`config.mk`:
```
export PLATFORM = sky130hd
export DESIGN_NAME = framebuffer_scanout_color_convert_unit
export DESIGN_NICKNAME = d
export VERILOG_FILES = /design/src/rtl/fbscan_pkg.sv /design/src/rtl/fbscan_front.sv /design/src/rtl/fbscan_queue.sv /design/src/rtl/fbscan_back.sv /design/src/rtl/framebuffer_scanout_color_convert_unit.sv
export VERILOG_INCLUDE_DIRS = /design/src /design/src/rtl
export SDC_FILE = /design/constraint.sdc
export NUM_CORES = 1
export LEC_CHECK = 0
export ABC_AREA = 1
export BUFFER_PORTS_ARGS = -buffer_cell sky130_fd_sc_hd__buf_2
export CORE_UTILIZATION = 60
export DETAILED_ROUTE_END_ITERATION = 6
export PLACE_DENSITY = 0.85
export SLEW_MARGIN = 15
export SYNTH_ARGS = -nofsm -noshare
export SYNTH_HDL_FRONTEND = slang
export SYNTH_HIERARCHICAL = 1
export SYNTH_SLANG_ARGS = --single-unit
```
`constraint.sdc`:
```
create_clock -name clk -period 9.5 [get_ports clk]
set_input_delay 0.95 -clock clk [delete_from_list [all_inputs] [get_ports clk]]
set_output_delay 0.95 -clock clk [all_outputs]
set_load 0.05 [all_outputs]
```
`src/rtl/framebuffer_scanout_color_convert_unit_macros.svh`:
```
// Assertion helpers shared by the scanout RTL.
`ifndef FRAMEBUFFER_SCANOUT_COLOR_CONVERT_UNIT_MACROS_SVH
`define FRAMEBUFFER_SCANOUT_COLOR_CONVERT_UNIT_MACROS_SVH

`ifndef NO_ASSERTIONS
`define FBSCAN_ASSERT(lbl, ck, rn, prop, msg) \
    lbl: assert property (@(posedge ck) disable iff (!(rn)) (prop)) else $error(msg);
`define FBSCAN_ASSERT_NEXT(lbl, ck, rn, ante, cons, msg) \
    lbl: assert property (@(posedge ck) disable iff (!(rn)) (ante) |=> (cons)) \
        else $error(msg);
`else
`define FBSCAN_ASSERT(lbl, ck, rn, prop, msg)
`define FBSCAN_ASSERT_NEXT(lbl, ck, rn, ante, cons, msg)
`endif

`endif

```
`src/rtl/fbscan_pkg.sv`:
```
package fbscan_pkg;

    localparam int CFG_IDX_W  = 3;
    localparam int CFG_DATA_W = 24;
    localparam int QUEUE_DEPTH = 4;

    localparam logic [31:0] OPAQUE_BLACK = 32'hff00_0000;

    typedef enum logic [CFG_IDX_W-1:0] {
        REG_PIXEL_MODE = 3'd0,
        REG_FB_ORIGIN  = 3'd1,
        REG_FB_STRIDE  = 3'd2,
        REG_X_OFFSET   = 3'd3,
        REG_Y_OFFSET   = 3'd4,
        REG_WIDTH      = 3'd5,
        REG_HEIGHT     = 3'd6
    } cfg_reg_t;

    typedef enum logic [1:0] {
        MODE_BLANK  = 2'd0,
        MODE_ERR    = 2'd1,
        MODE_RGBA16 = 2'd2,
        MODE_RGBA32 = 2'd3
    } pixel_mode_t;

    typedef enum logic {
        OP_START = 1'b0,
        OP_PIXEL = 1'b1
    } op_t;

    // Clamp a programmed size to the raster limit.
    function automatic logic [10:0] eff_size(logic [10:0] v, logic [12:0] lim);
        logic [10:0] r;
        r = v;
        if (13'(v) > lim)
        begin
            r = lim[10:0];
        end
        return r;
    endfunction

    // 5-bit channel widened as (c << 3) | c.
    function automatic logic [7:0] expand5(logic [4:0] c);
        return {c, 3'b000} | {3'b000, c};
    endfunction

    // RGBA5551 to ABGR8888.
    function automatic logic [31:0] convert16(logic [15:0] c);
        logic [7:0] a;
        a = c[0] ? 8'hff : 8'h00;
        return {a, expand5(c[5:1]), expand5(c[10:6]), expand5(c[15:11])};
    endfunction

    function automatic logic [31:0] byte_swap(logic [31:0] v);
        return {v[7:0], v[15:8], v[23:16], v[31:24]};
    endfunction

endpackage

```
`src/rtl/fbscan_front.sv`:
```
`include "framebuffer_scanout_color_convert_unit_macros.svh"

module fbscan_front #(
    parameter int MAX_WIDTH  = 1024,
    parameter int MAX_HEIGHT = 1024,
    parameter int ENTRY_W    = 64
) (
    input  logic               clk,
    input  logic               rst_n,
    input  logic               push,
    input  logic               op,
    input  logic [31:0]        mem_data,
    input  logic [10:0]        active_width,
    input  logic [10:0]        active_height,
    input  logic [11:0]        y_pixel_offset,
    input  logic [11:0]        fb_stride,
    output logic [ENTRY_W-1:0] entry
);

    localparam int XW  = $clog2(MAX_WIDTH);
    localparam int YW  = $clog2(MAX_HEIGHT);
    localparam int YSW = ((YW > 12) ? YW : 12) + 1;
    localparam int LBW = YSW + 12;

    typedef struct packed {
        logic           pix;
        logic [31:0]    data;
        logic [XW-1:0]  cur_x;
        logic [YW-1:0]  cur_y;
        logic           last;
        logic           active;
        logic [LBW-1:0] line_base;
        logic [XW-1:0]  next_x;
    } entry_t;

    logic [XW-1:0]  raster_x_reg, raster_x_next;
    logic [YW-1:0]  raster_y_reg, raster_y_next;
    logic [LBW-1:0] line_base_reg, line_base_next;
    logic           active_reg, active_next;

    logic [10:0]    w;
    logic [10:0]    h;
    logic [XW:0]    x_inc;
    logic [YW:0]    y_inc;
    logic           line_end;
    logic           frame_end;
    logic [YW-1:0]  y_mul;
    logic [YSW-1:0] y_sum;
    logic [LBW-1:0] lb_prod;
    logic           pix;
    logic           last;
    entry_t         ent;

    assign w = fbscan_pkg::eff_size(active_width, 13'(MAX_WIDTH));
    assign h = fbscan_pkg::eff_size(active_height, 13'(MAX_HEIGHT));

    assign x_inc = (XW+1)'(raster_x_reg) + (XW+1)'(1);
    assign y_inc = (YW+1)'(raster_y_reg) + (YW+1)'(1);

    // carry out means the counter wrapped: treat as end of line/frame
    assign line_end  = x_inc[XW] || (13'(x_inc[XW-1:0]) >= 13'(w));
    assign frame_end = y_inc[YW] || (13'(y_inc[YW-1:0]) >= 13'(h));

    // line base of the line being entered (first line on a start)
    assign y_mul   = (fbscan_pkg::op_t'(op) == fbscan_pkg::OP_START) ? '0 : y_inc[YW-1:0];
    assign y_sum   = YSW'(y_mul) + YSW'(y_pixel_offset);
    assign lb_prod = LBW'(y_sum) * LBW'(fb_stride);

    always_comb
    begin
        raster_x_next  = raster_x_reg;
        raster_y_next  = raster_y_reg;
        line_base_next = line_base_reg;
        active_next    = active_reg;
        pix            = 1'b0;
        last           = 1'b0;
        if (fbscan_pkg::op_t'(op) == fbscan_pkg::OP_START)
        begin
            raster_x_next  = '0;
            raster_y_next  = '0;
            line_base_next = lb_prod;
            active_next    = (w != '0) && (h != '0);
        end
        else if (active_reg)
        begin
            pix = 1'b1;
            if (line_end)
            begin
                raster_x_next  = '0;
                raster_y_next  = y_inc[YW-1:0];
                line_base_next = lb_prod;
                if (frame_end)
                begin
                    last           = 1'b1;
                    active_next    = 1'b0;
                    raster_y_next  = '0;
                    line_base_next = '0;
                end
            end
            else
            begin
                raster_x_next = x_inc[XW-1:0];
            end
        end
    end

    always_comb
    begin
        ent.pix       = pix;
        ent.data      = mem_data;
        ent.cur_x     = raster_x_reg;
        ent.cur_y     = raster_y_reg;
        ent.last      = last;
        ent.active    = active_next;
        ent.line_base = line_base_next;
        ent.next_x    = raster_x_next;
    end

    assign entry = ent;

    always_ff @(posedge clk or negedge rst_n)
    begin
        if (!rst_n)
        begin
            raster_x_reg  <= '0;
            raster_y_reg  <= '0;
            line_base_reg <= '0;
            active_reg    <= 1'b0;
        end
        else if (push)
        begin
            raster_x_reg  <= raster_x_next;
            raster_y_reg  <= raster_y_next;
            line_base_reg <= line_base_next;
            active_reg    <= active_next;
        end
    end

    `FBSCAN_ASSERT(a_idle_x_zero, clk, rst_n, !active_reg |-> (raster_x_reg == '0), "raster x not parked while idle")

endmodule

```
`src/rtl/fbscan_queue.sv`:
```
`include "framebuffer_scanout_color_convert_unit_macros.svh"

module fbscan_queue #(
    parameter int DEPTH = 4,
    parameter int W     = 64
) (
    input  logic         clk,
    input  logic         rst_n,
    input  logic         push,
    input  logic [W-1:0] din,
    input  logic         pop,
    output logic [W-1:0] dout,
    output logic         full,
    output logic         empty
);

    localparam int AW = (DEPTH > 1) ? $clog2(DEPTH) : 1;
    localparam int CW = $clog2(DEPTH + 1);

    logic [W-1:0]  slot_reg [DEPTH];
    logic [AW-1:0] wr_ptr_reg, wr_ptr_next;
    logic [AW-1:0] rd_ptr_reg, rd_ptr_next;
    logic [CW-1:0] count_reg, count_next;

    assign full  = (count_reg == CW'(DEPTH));
    assign empty = (count_reg == '0);
    assign dout  = slot_reg[rd_ptr_reg];

    always_comb
    begin
        wr_ptr_next = wr_ptr_reg;
        rd_ptr_next = rd_ptr_reg;
        count_next  = count_reg;
        if (push)
        begin
            wr_ptr_next = (wr_ptr_reg == AW'(DEPTH - 1)) ? '0 : wr_ptr_reg + AW'(1);
        end
        if (pop)
        begin
            rd_ptr_next = (rd_ptr_reg == AW'(DEPTH - 1)) ? '0 : rd_ptr_reg + AW'(1);
        end
        if (push && !pop)
        begin
            count_next = count_reg + CW'(1);
        end
        else if (pop && !push)
        begin
            count_next = count_reg - CW'(1);
        end
    end

    always_ff @(posedge clk)
    begin
        if (push)
        begin
            slot_reg[wr_ptr_reg] <= din;
        end
    end

    always_ff @(posedge clk or negedge rst_n)
    begin
        if (!rst_n)
        begin
            wr_ptr_reg <= '0;
            rd_ptr_reg <= '0;
            count_reg  <= '0;
        end
        else
        begin
            wr_ptr_reg <= wr_ptr_next;
            rd_ptr_reg <= rd_ptr_next;
            count_reg  <= count_next;
        end
    end

    `FBSCAN_ASSERT(a_q_count_bound, clk, rst_n, count_reg <= CW'(DEPTH), "queue count over depth")
    `FBSCAN_ASSERT(a_q_empty_ptrs, clk, rst_n, empty |-> (wr_ptr_reg == rd_ptr_reg), "queue pointers differ while empty")

endmodule

```
`src/rtl/fbscan_back.sv`:
```
`include "framebuffer_scanout_color_convert_unit_macros.svh"

module fbscan_back #(
    parameter int MAX_WIDTH  = 1024,
    parameter int MAX_HEIGHT = 1024,
    parameter int ENTRY_W    = 64
) (
    input  logic                      clk,
    input  logic                      rst_n,
    input  logic                      q_empty,
    input  logic [ENTRY_W-1:0]        q_data,
    output logic                      q_pop,
    input  fbscan_pkg::pixel_mode_t   pixel_mode,
    input  logic [23:0]               fb_origin,
    input  logic [11:0]               x_pixel_offset,
    input  logic [10:0]               active_width,
    output logic                      out_valid,
    input  logic                      out_stall,
    output logic [31:0]               fetch_addr,
    output logic                      fetch_valid,
    output logic [31:0]               pixel_color,
    output logic [19:0]               pixel_index,
    output logic                      pixel_valid,
    output logic                      frame_last,
    output logic                      mode_error
);

    localparam int XW  = $clog2(MAX_WIDTH);
    localparam int YW  = $clog2(MAX_HEIGHT);
    localparam int YSW = ((YW > 12) ? YW : 12) + 1;
    localparam int LBW = YSW + 12;
    localparam int IW  = YW + 12;

    typedef struct packed {
        logic           pix;
        logic [31:0]    data;
        logic [XW-1:0]  cur_x;
        logic [YW-1:0]  cur_y;
        logic           last;
        logic           active;
        logic [LBW-1:0] line_base;
        logic [XW-1:0]  next_x;
    } entry_t;

    // stage A: request taken from the queue
    logic   a_valid_reg, a_valid_next;
    entry_t a_reg;

    // stage B: index, pixel offset and color
    logic        b_valid_reg, b_valid_next;
    logic [19:0] b_index_reg, b_index_next;
    logic [31:0] b_offset_reg, b_offset_next;
    logic [31:0] b_color_reg, b_color_next;
    logic        b_pvalid_reg, b_pvalid_next;
    logic        b_last_reg;
    logic        b_active_reg;

    // output register
    logic        o_valid_reg, o_valid_next;
    logic [31:0] o_addr_reg, o_addr_next;
    logic        o_fvalid_reg;
    logic [31:0] o_color_reg;
    logic [19:0] o_index_reg;
    logic        o_pvalid_reg;
    logic        o_last_reg;
    logic        o_err_reg;

    logic        en_o;
    logic        en_b;
    logic        en_a;
    logic [10:0] w;
    logic [IW-1:0] idx_full;
    logic [31:0] byte_off;

    assign en_o  = !o_valid_reg || !out_stall;
    assign en_b  = !b_valid_reg || en_o;
    assign en_a  = !a_valid_reg || en_b;
    assign q_pop = en_a && !q_empty;

    assign a_valid_next = q_pop ? 1'b1 : (en_b ? 1'b0 : a_valid_reg);
    assign b_valid_next = en_b ? a_valid_reg : b_valid_reg;
    assign o_valid_next = en_o ? b_valid_reg : o_valid_reg;

    assign w = fbscan_pkg::eff_size(active_width, 13'(MAX_WIDTH));

    assign idx_full = IW'(a_reg.cur_y) * IW'(w) + IW'(a_reg.cur_x);

    always_comb
    begin
        b_index_next  = '0;
        b_color_next  = '0;
        b_pvalid_next = 1'b0;
        b_offset_next = 32'(a_reg.line_base) + 32'(a_reg.next_x) + 32'(x_pixel_offset);
        if (a_reg.pix)
        begin
            b_index_next = 20'(idx_full);
            case (pixel_mode)
                fbscan_pkg::MODE_BLANK:
                begin
                    b_color_next  = fbscan_pkg::OPAQUE_BLACK;
                    b_pvalid_next = 1'b1;
                end
                fbscan_pkg::MODE_RGBA16:
                begin
                    b_color_next  = fbscan_pkg::convert16(a_reg.data[15:0]);
                    b_pvalid_next = 1'b1;
                end
                fbscan_pkg::MODE_RGBA32:
                begin
                    b_color_next  = fbscan_pkg::byte_swap(a_reg.data);
                    b_pvalid_next = 1'b1;
                end
                default:
                begin
                    b_color_next  = '0;
                    b_pvalid_next = 1'b0;
                end
            endcase
        end
    end

    // 4 bytes per pixel in 32-bit mode, 2 otherwise
    assign byte_off = (pixel_mode == fbscan_pkg::MODE_RGBA32) ?
                      {b_offset_reg[29:0], 2'b00} : {b_offset_reg[30:0], 1'b0};
    assign o_addr_next = b_active_reg ? (32'(fb_origin) + byte_off) : '0;

    always_ff @(posedge clk or negedge rst_n)
    begin
        if (!rst_n)
        begin
            a_valid_reg <= 1'b0;
            b_valid_reg <= 1'b0;
            o_valid_reg <= 1'b0;
        end
        else
        begin
            a_valid_reg <= a_valid_next;
            b_valid_reg <= b_valid_next;
            o_valid_reg <= o_valid_next;
        end
    end

    always_ff @(posedge clk)
    begin
        if (q_pop)
        begin
            a_reg <= entry_t'(q_data);
        end
        if (en_b)
        begin
            b_index_reg  <= b_index_next;
            b_offset_reg <= b_offset_next;
            b_color_reg  <= b_color_next;
            b_pvalid_reg <= b_pvalid_next;
            b_last_reg   <= a_reg.last;
            b_active_reg <= a_reg.active;
        end
        if (en_o)
        begin
            o_addr_reg   <= o_addr_next;
            o_fvalid_reg <= b_active_reg;
            o_color_reg  <= b_color_reg;
            o_index_reg  <= b_index_reg;
            o_pvalid_reg <= b_pvalid_reg;
            o_last_reg   <= b_last_reg;
            o_err_reg    <= (pixel_mode == fbscan_pkg::MODE_ERR);
        end
    end

    assign out_valid   = o_valid_reg;
    assign fetch_addr  = o_addr_reg;
    assign fetch_valid = o_fvalid_reg;
    assign pixel_color = o_color_reg;
    assign pixel_index = o_index_reg;
    assign pixel_valid = o_pvalid_reg;
    assign frame_last  = o_last_reg;
    assign mode_error  = o_err_reg;

    `FBSCAN_ASSERT_NEXT(a_stage_a_hold, clk, rst_n, a_valid_reg && !en_b, a_valid_reg, "stage A request dropped while blocked")
    `FBSCAN_ASSERT_NEXT(a_stage_b_hold, clk, rst_n, b_valid_reg && !en_o, b_valid_reg && $stable(b_index_reg), "stage B request changed while blocked")

endmodule

```
`src/rtl/framebuffer_scanout_color_convert_unit.sv`:
```
// Channel   Handshake              Payload
// input     in_valid / in_stall    op, mem_data
// output    out_valid / out_stall  fetch_addr, fetch_valid, pixel_color,
//                                  pixel_index, pixel_valid, frame_last, mode_error
// config    cfg_we                 cfg_index, cfg_data
//
// One request per cycle sustained while out_stall is low; a result passes through the
// queue, stage A, stage B and the output register after its request is taken.
// Raster state advances in the front end at accept; a 4-entry queue feeds the back end.
// in_stall rises only when that queue is full; out_stall freezes the output
// register and backs up through stages B and A into the queue.
// Reset idles the raster and loads the register defaults (320 x 240, blank mode).

module framebuffer_scanout_color_convert_unit #(
    parameter int MAX_WIDTH  = 1024,
    parameter int MAX_HEIGHT = 1024
) (
    input  logic                              clk,
    input  logic                              rst_n,
    input  logic                              in_valid,
    output logic                              in_stall,
    input  logic                              op,
    input  logic [31:0]                       mem_data,
    output logic                              out_valid,
    input  logic                              out_stall,
    output logic [31:0]                       fetch_addr,
    output logic                              fetch_valid,
    output logic [31:0]                       pixel_color,
    output logic [19:0]                       pixel_index,
    output logic                              pixel_valid,
    output logic                              frame_last,
    output logic                              mode_error,
    input  logic                              cfg_we,
    input  logic [fbscan_pkg::CFG_IDX_W-1:0]  cfg_index,
    input  logic [fbscan_pkg::CFG_DATA_W-1:0] cfg_data
);

    localparam int XW      = $clog2(MAX_WIDTH);
    localparam int YW      = $clog2(MAX_HEIGHT);
    localparam int YSW     = ((YW > 12) ? YW : 12) + 1;
    localparam int LBW     = YSW + 12;
    localparam int ENTRY_W = 1 + 32 + XW + YW + 1 + 1 + LBW + XW;

    fbscan_pkg::pixel_mode_t pixel_mode_reg;
    logic [23:0]             fb_origin_reg;
    logic [11:0]             fb_stride_reg;
    logic [11:0]             x_offset_reg;
    logic [11:0]             y_offset_reg;
    logic [10:0]             width_reg;
    logic [10:0]             height_reg;

    logic               push;
    logic               q_pop;
    logic               q_full;
    logic               q_empty;
    logic [ENTRY_W-1:0] front_entry;
    logic [ENTRY_W-1:0] q_data;

    always_ff @(posedge clk or negedge rst_n)
    begin
        if (!rst_n)
        begin
            pixel_mode_reg <= fbscan_pkg::MODE_BLANK;
            fb_origin_reg  <= '0;
            fb_stride_reg  <= '0;
            x_offset_reg   <= '0;
            y_offset_reg   <= '0;
            width_reg      <= 11'd320;
            height_reg     <= 11'd240;
        end
        else if (cfg_we)
        begin
            case (fbscan_pkg::cfg_reg_t'(cfg_index))
                fbscan_pkg::REG_PIXEL_MODE: pixel_mode_reg <= fbscan_pkg::pixel_mode_t'(cfg_data[1:0]);
                fbscan_pkg::REG_FB_ORIGIN:  fb_origin_reg  <= cfg_data;
                fbscan_pkg::REG_FB_STRIDE:  fb_stride_reg  <= cfg_data[11:0];
                fbscan_pkg::REG_X_OFFSET:   x_offset_reg   <= cfg_data[11:0];
                fbscan_pkg::REG_Y_OFFSET:   y_offset_reg   <= cfg_data[11:0];
                fbscan_pkg::REG_WIDTH:      width_reg      <= cfg_data[10:0];
                fbscan_pkg::REG_HEIGHT:     height_reg     <= cfg_data[10:0];
                default: ;
            endcase
        end
    end

    assign in_stall = q_full;
    assign push     = in_valid && !q_full;

    fbscan_front #(
        .MAX_WIDTH  (MAX_WIDTH),
        .MAX_HEIGHT (MAX_HEIGHT),
        .ENTRY_W    (ENTRY_W)
    ) u_front (
        .clk            (clk),
        .rst_n          (rst_n),
        .push           (push),
        .op             (op),
        .mem_data       (mem_data),
        .active_width   (width_reg),
        .active_height  (height_reg),
        .y_pixel_offset (y_offset_reg),
        .fb_stride      (fb_stride_reg),
        .entry          (front_entry)
    );

    fbscan_queue #(
        .DEPTH (fbscan_pkg::QUEUE_DEPTH),
        .W     (ENTRY_W)
    ) u_queue (
        .clk   (clk),
        .rst_n (rst_n),
        .push  (push),
        .din   (front_entry),
        .pop   (q_pop),
        .dout  (q_data),
        .full  (q_full),
        .empty (q_empty)
    );

    fbscan_back #(
        .MAX_WIDTH  (MAX_WIDTH),
        .MAX_HEIGHT (MAX_HEIGHT),
        .ENTRY_W    (ENTRY_W)
    ) u_back (
        .clk            (clk),
        .rst_n          (rst_n),
        .q_empty        (q_empty),
        .q_data         (q_data),
        .q_pop          (q_pop),
        .pixel_mode     (pixel_mode_reg),
        .fb_origin      (fb_origin_reg),
        .x_pixel_offset (x_offset_reg),
        .active_width   (width_reg),
        .out_valid      (out_valid),
        .out_stall      (out_stall),
        .fetch_addr     (fetch_addr),
        .fetch_valid    (fetch_valid),
        .pixel_color    (pixel_color),
        .pixel_index    (pixel_index),
        .pixel_valid    (pixel_valid),
        .frame_last     (frame_last),
        .mode_error     (mode_error)
    );

endmodule
```
==> out/qor_table.md, run 1 <==
| Parameter | This run | Unit |
| --- | --- | --- |
| Total power | 18.5 | mW |
| Critical Path Slowest Stage Cell | sky130_fd_sc_hd__clkinv_1 | - |
| Count of antenna-violating nets left after detailed routing | 0 | - |
| Vias in the first global route | 31300 | - |
| Count of port buffers added during placement | 151 | - |
| Cell seen most often among critical-path stages | sky130_fd_sc_hd__nand2_1 | - |
| Family with the most delay on the worst path | adder cells | - |
| Internal Power | 10.0 | mW |
| Post-Synthesis Cell Area | 43300 | um^2 |
| Leakage | 22.1 | nW |
| Most numerous cell in the Yosys netlist | sky130_fd_sc_hd__nand2_1 | - |
| Clock latency on the worst-skew pair | 660 | ps |
| CTS tree | done | - |
| Unrepaired setup endpoints after global routing | no | - |
| Router iterations before antenna repair | 7 | - |
| # hold bufs at CTS | 0 | - |
| Mean post-synth cell area | 9.70 | um^2 |
| Wire length per cell | 18.0 | um |
| Critical Path Source Type | input port | - |
| Count of cell types in the netlist | 57 | - |
| Area added between synthesis and finish | 8.70 | % |
| Cells taking the most area after synthesis | sky130_fd_sc_hd__edfxtp_1 (43%), sky130_fd_sc_hd__nand2_1 (12%), sky130_fd_sc_hd__fa_1 (9.4%), sky130_fd_sc_hd__dfrtp_1 (7.7%), sky130_fd_sc_hd__inv_1 (6.2%) | - |
| Flip-flop count of the largest register, all copies and words added | 360 | - |
| Crit path depth | 34 | - |
| Largest stage delay on the critical path | 620 | ps |
| Number of design rule violations left after detail routing | 2 | - |
| Clock sinks | 756 | - |
| Slew margin rel. | 0.264 | - |
| Setup total negative slack | 0 | ps |
| Fin. max-slew vios | 0 | - |
| Detailed Place HPWL | 69500 | um |
| Power share of the sequential group | 0.311 | - |
| Via count | 31200 | - |
| Width of the die | 271 | um |
| Final routed wirelength across all metal layers | 100000 | um |
| Maximum clock frequency | 0.127 | GHz |
| Full die area | 73300 | um^2 |
| Initial core utilization | 0.606 | - |
| Via/cell ratio | 5.60 | - |
| Cell type contributing the most total cell area after synthesis | sky130_fd_sc_hd__edfxtp_1 | - |
| Worst min-delay path class | in -> async | - |
| CORE AREA | 71500 | um^2 |
| Global route total overflow | 0 | - |
| Longest Clk Path Bufs | 3 | - |
| Outcome | complete, but fails checks | - |
| Antenna violations before repair | 3 | - |
| Clock network fraction of design power | 0.164 | - |
| Setup skew after layout | 54.6 | ps |
| Count of flip-flops with a built-in enable after synthesis | 616 | - |
| TritonCTS Buffers | 74 | - |
| Core Rows | 98 | - |
| Count of endpoints failing setup in the final report | 0 | - |
| Reg2Reg Depth | 34 | - |
| CTS Root Cell | sky130_fd_sc_hd__clkbuf_16 | - |
| Placer Congestion | 0.954 | - |
| Share of synthesized area occupied by flip-flops and latches | 0.508 | - |
| Power density cells | 393 | nW/um^2 |
| Final Hold Fails | 0 | - |
| Yosys warning total | 6 | - |
| Clock slew seen by the registers of the worst setup and hold paths | 60 | ps |
| Overall track demand over capacity in global routing | 0.279 | - |
| Number of nets in the finished design | 5018 | - |
| # Post-CTS Setup Buffers | 0 | - |
| Max rail drop VDD | 0.000387 | V |
| Iteration-0 DRC count of the detailed router | 3182 | - |
| Number of register bits inferred by synthesis | 756 | - |
| Mapped Cells | 4468 | - |
| Max Fanout on Critical Path | 17 | - |
| Actual slew at the worst max-slew pin | 1100 | ps |
| Max capacitance violation total | 0 | - |
| CTS H-tree depth | 3 | - |
| Wire length of the first global-routing pass | 161000 | um |
| Post-cts gate resize count | 0 | - |
| Final period utilization | 0.828 | - |
| List of most frequent post-synthesis cells | sky130_fd_sc_hd__nand2_1 (1350), sky130_fd_sc_hd__inv_1 (720), sky130_fd_sc_hd__edfxtp_1 (616), sky130_fd_sc_hd__nor2_1 (283), sky130_fd_sc_hd__fa_1 (203) | - |
| Fraction of final layout cells with drive strength greater than 1 | 0.0836 | - |
| FFs w/ async S/R, synth | 0.185 | - |
| I/O pin total | 155 | - |
| Maximum number of pins on one net before global-route repair | 176 | - |
| Top flip-flop cell by instance count after synthesis | sky130_fd_sc_hd__edfxtp_1 | - |
| Violated checks | DRC | - |
| Data arrival time of the critical path | 8250 | ps |
| Nature of the critical path endpoint | flip-flop | - |
| Required time at the worst-slack endpoint | 9890 | ps |
| Final Instance Count excl. Fillers | 5568 | - |
| Crit path buffers/inverters | 9 | - |
| Combinational fraction of design power | 0.525 | - |
| Switching power | 8.46 | mW |
| DIE HEIGHT | 271 | um |
| Post-layout minimum cycle time | 7860 | ps |
| Switching power share of the total | 0.457 | - |
| Share of the synthesized area in the top cell type | 0.427 | - |
| Classification of the worst setup path | in -> reg | - |
| Number of placed instances, taps included | 5428 | - |
## worst register-to-register path: cells and delay by family (launching register included)
family                   cells  cell delay, ps
flip-flops                   1             520
adder cells (fa/ha/maj)      8            3490
AND/OR/NAND/NOR             14            2240
buffers and inverters        7             520
AO/OA/AOI/OAI                5             820
## cells in the final DEF, fill, tap and decap left out, types with 17 or more instances in the layout
cell | Yosys | layout
sky130_fd_sc_hd__a21oi_1 | 130 | 129
sky130_fd_sc_hd__buf_2 | 60 | 150
sky130_fd_sc_hd__buf_4 | 47 | 19
sky130_fd_sc_hd__clkbuf_16 | 0 | 74
sky130_fd_sc_hd__clkinv_1 | 9 | 21
sky130_fd_sc_hd__dfrtp_1 | 134 | 133
sky130_fd_sc_hd__edfxtp_1 | 616 | 616
sky130_fd_sc_hd__fa_1 | 203 | 203
sky130_fd_sc_hd__ha_1 | 195 | 195
sky130_fd_sc_hd__inv_1 | 720 | 715
sky130_fd_sc_hd__nand2_1 | 1350 | 1349
sky130_fd_sc_hd__nand3_1 | 169 | 169
sky130_fd_sc_hd__nand4_1 | 26 | 26
sky130_fd_sc_hd__nor2_1 | 283 | 282
sky130_fd_sc_hd__o211ai_1 | 180 | 180
sky130_fd_sc_hd__o21ai_0 | 66 | 66
sky130_fd_sc_hd__o21ai_1 | 17 | 17
sky130_fd_sc_hd__xor2_1 | 31 | 31
## power by group through the flow
stage,sequential [mW],combinational (mW),clock [mW]
6_report,5.75,9.71,3.04
5_1_grt,5.83,11.0,3.21
4_1_cts,5.74,9.63,3.08
3_5_place_dp,5.79,9.46,0
3_3_place_gp,5.74,9.15,0
2_1_floorplan,5.93,7.01,0
## layout make-up
| class | count | area [um^2] |
|---|---|---|
| Multi-Input combinational cell | 2811 | 17600 |
| Sequential cell | 756 | 22000 |
| Clock buffer | 88 | 1920 |
| Clock inverter | 48 | 638 |
| Antenna cell | 3 | 7.51 |
| Tap cell | 950 | 1190 |
| Timing Repair Buffer | 171 | 932 |
| Inverter | 741 | 2800 |
| Fill cell | 5120 | 24400 |
## final timing paths
kind                                               from                      end  slack, ps
worst max-delay path                                 op  u_queue/slot_reg[0][28]       1640
worst min-delay path                              rst_n            height_reg[8]        220
worst max register to register  u_front/raster_y_reg[0]  u_queue/slot_reg[0][28]       1670
worst min register to register    u_back/b_index_reg[1]    u_back/pixel_index[1]        410
max in group asynchronous                         rst_n        fb_origin_reg[23]       7490
min in group clk                  u_back/b_index_reg[1]    u_back/pixel_index[1]        410
## logic make-up (layout without fill, tap and decap cells)
family / count (synthesis) / count (layout) / synth area share
AND/OR/NAND/NOR: 1917 / 1917 / 0.180
flip-flops: 756 / 756 / 0.508
XOR/XNOR: 46 / 46 / 0.00929
adder cells (fa/ha/maj): 398 / 398 / 0.150
other: 1 / 6 / 0.0000865
AO/OA/AOI/OAI: 447 / 447 / 0.0658
buffers and inverters: 903 / 1048 / 0.0866
## metrics by stage
stage	hold WS (ps)	worst slack [ps]	cell area, um^2	util
detailed placement	405	1070	44500	0.623
global route	228	1140	47100	0.659
floorplan	400	621	43400	-
finish	223	1640	47100	0.659
CTS	205	1750	47100	0.659
global placement	401	1250	44500	0.623
## layer usage
layer / global-route usage / wire length (um) / share of wire / vias to the layer above
li1: - / - / - / 14600
met1: 0.361 / 39100 / 0.39 / 14900
met2: 0.473 / 49300 / 0.49 / 1430
met3: 0.0444 / 8540 / 0.085 / 261
met4: 0.107 / 3460 / 0.034 / 0
met5: 0 / 0 / 0 / -
No activity file was read; power rests on OpenSTA's default activity.
==> run 2: changes to the inputs <==
Settings changed: CORE_UTILIZATION 60 to 57, PLACE_DENSITY 0.85 to 0.84.
Clock period 9.5 ns to 7 ns, I/O delays scaled along.
==> run 2 against run 1 <==
Net effect: the run now ends clean; clock skew fell by 20 ps; combinational power rose by 45%; final cell count rose by 1.4%; wire length rose by 2.1%.
==> out/qor_table.md, run 2 (synthesis results as in run 1) <==
| Parameter | This run | Unit | vs previous |
| --- | --- | --- | --- |
| Outcome | completed | - |  |
| CTS Root Cell | sky130_fd_sc_hd__clkbuf_16 | - |  |
| Largest stage delay on the critical path | 560 | ps | -60 ps |
| Combinational fraction of design power | 0.542 | - | +0.017 |
| Via count | 31500 | - | +0.87% |
| Via/cell ratio | 5.57 | - | -0.51% |
| Power density cells | 543 | nW/um^2 | +38% |
| Setup total negative slack | 0 | ps | unchanged |
| Data arrival time of the critical path | 7190 | ps | -1060 ps |
| Reg2Reg Depth | 35 | - | +2.9% |
| Maximum number of pins on one net before global-route repair | 184 | - | +4.5% |
| Cell seen most often among critical-path stages | sky130_fd_sc_hd__nand2_1 | - |  |
| Internal reg-to-reg setup slack | 180 | ps | -1490 ps |
| Total power | 26.0 | mW | +41% |
| Overall track demand over capacity in global routing | 0.267 | - | -0.0120 |
| TritonCTS Buffers | 74 | - | unchanged |
| Unrepaired setup endpoints after global routing | yes | - |  |
| CTS tree | done | - |  |
| Full die area | 77200 | um^2 | +5.2% |
| Count of port buffers added during placement | 151 | - | unchanged |
| Actual slew at the worst max-slew pin | 1180 | ps | +73.1 ps |
| Wire length per cell | 18.2 | um | +0.74% |
| Commonest non-fill, non-tap cell in the layout | sky130_fd_sc_hd__nand2_1 | - |  |
| Router iterations before antenna repair | 7 | - | unchanged |
| Max rail drop VDD | 0.000557 | V | +44% |
| Width of the die | 278 | um | +2.6% |
| Final period utilization | 0.975 | - |  |
| Nature of the critical path endpoint | flip-flop | - |  |
| Classification of the worst setup path | reg -> reg | - |  |
| Clock latency on the worst-skew pair | 640 | ps | -20 ps |
| Placed inst area | 44900 | um^2 | +0.81% |
| I/O pin total | 155 | - | unchanged |
| Core Rows | 100 | - | +2.0% |
| Final Hold Fails | 0 | - | unchanged |
| Post-layout minimum cycle time | 6820 | ps |  |
| Clock sinks | 756 | - | unchanged |
| Max Fanout on Critical Path | 4 | - | -13 |
| Count of antenna-violating nets left after detailed routing | 0 | - | unchanged |
| Switching power share of the total | 0.453 | - | -0.00475 |
| Global route total overflow | 0 | - | unchanged |
| Number of design rule violations left after detail routing | 0 | - | -2 |
| DIE HEIGHT | 278 | um | +2.6% |
| Max capacitance violation total | 0 | - | unchanged |
| Setup skew after layout | 34.1 | ps | -20.5 ps |
| Clock slew seen by the registers of the worst setup and hold paths | 60 | ps | about the same |
| Power share of the sequential group | 0.298 | - | -0.013 |
| Critical Path Source Type | flip-flop | - |  |
| Maximum clock frequency | 0.147 | GHz |  |
| Fin. max-slew vios | 0 | - | unchanged |
| Critical Path Slowest Stage Cell | sky130_fd_sc_hd__fa_1 | - |  |
| Number of nets in the finished design | 5073 | - | +1.1% |
| Count of endpoints failing setup in the final report | 0 | - | unchanged |
| Fraction of the core area covered by cells at the end of the flow | 0.642 | - | -0.0175 |
| Switching power | 11.8 | mW | +39% |
| CTS H-tree depth | 3 | - | unchanged |
| Area added between synthesis and finish | 10.8 | % |  |
| Final standard cell area without fillers | 48000 | um^2 | +1.9% |
| Flip-flop count of the largest register, all copies and words added | 360 | - | unchanged |
| CORE AREA | 74800 | um^2 | +4.7% |
| Placer Congestion | 0.948 | - | -0.62% |
| Wire length of the first global-routing pass | 162000 | um | +0.50% |
| Fraction of final layout cells with drive strength greater than 1 | 0.113 | - | +0.0292 |
| Antenna violations before repair | 8 | - | +5 |
| Initial core utilization | 0.579 | - | -0.0270 |
| Clock network fraction of design power | 0.160 | - | -0.004 |
| Final routed wirelength across all metal layers | 103000 | um | +2.1% |
| Slew margin rel. | 0.214 | - | -0.0505 |
| Leakage | 22.5 | nW | +1.5% |
| Required time at the worst-slack endpoint | 7370 | ps | -2520 ps |
| Detailed Place HPWL | 70600 | um | +1.6% |
| Internal Power | 14.3 | mW | +42% |
| Iteration-0 DRC count of the detailed router | 3237 | - | +1.7% |
| Worst min-delay path class | in -> async | - |  |
| FILL cells | 5465 | - | +6.7% |
| Commonest cells after routing, fill and taps aside | sky130_fd_sc_hd__nand2_1 (1325), sky130_fd_sc_hd__inv_1 (710), sky130_fd_sc_hd__edfxtp_1 (616) | - |  |
| # hold bufs at CTS | 0 | - | unchanged |
| Longest Clk Path Bufs | 3 | - | unchanged |
| Vias in the first global route | 31100 | - | -0.46% |
## run 2: critical path, delay by kind of cell, from the launching register on
kind / cells / cell delay, ps
adders and majority gates: 7 / 3090
DFF: 1 / 400
buffers and inverters: 6 / 490
and+or+nand+nor: 15 / 1660
AOI/OAI and AO/OA: 7 / 920
## run 2: final cells by class
cell class	instances	area, um^2	share of cell area
diodes	5	12.5	0.000261
clock buffers	93	1960	0.0409
clock inverters	44	628	0.0131
inverters	741	2800	0.0584
multi-input cells	2811	18000	0.376
flip-flops and latches	756	22000	0.458
well taps	969	1210	0.0253
repair buffers	226	1330	0.0278
## run 2: path summary, 6_finish.rpt
path / startpoint / to
setup / recovery: u_front/raster_y_reg[0] / u_queue/slot_reg[2][28]
hold / removal: rst_n / height_reg[0]
setup reg to reg: u_front/raster_y_reg[0] / u_queue/slot_reg[2][28]
hold reg to reg: u_back/b_index_reg[8] / u_back/pixel_index[8]
max in group asynchronous: rst_n / u_queue/rd_ptr_reg[1]
min in group clk: mem_data[7] / u_queue/slot_reg[3][64]
## run 2: routing by layer
layer | track usage | wire length, um | up-vias
li1 | - | - | 14700
met1 | 0.340 | 39900 | 15000
met2 | 0.459 | 50400 | 1437
met3 | 0.0439 | 8490 | 272
met4 | 0.0997 | 3690 | 2
met5 | 0 | 13 | -
## run 2: stage by stage
step           cells  hold slack [ps]  setup slack, ps
2_1_floorplan   4470              400             21.0
3_3_place_gp    5492              401             35.2
3_5_place_dp    5492              405             -103
4_1_cts         5630              134             11.9
5_1_grt         5645              149             -103
6_report        5645              113              177
## run 2: power groups by stage
stage               clock [mW]  combinational [mW]  sequential, mW
floorplan                    0                9.51            8.03
global placement             0                12.8            7.75
detailed placement           0                13.2            7.81
CTS                       4.21                13.3            7.75
global route              4.38                15.9            7.88
finish                    4.16                14.1            7.77
## run 2: timing repair
item,4_1_cts,5_1_grt
pin swaps,1,51
gates resized for setup,3,103
setup buffers,1,10
endpoints found under the setup margin,35,70
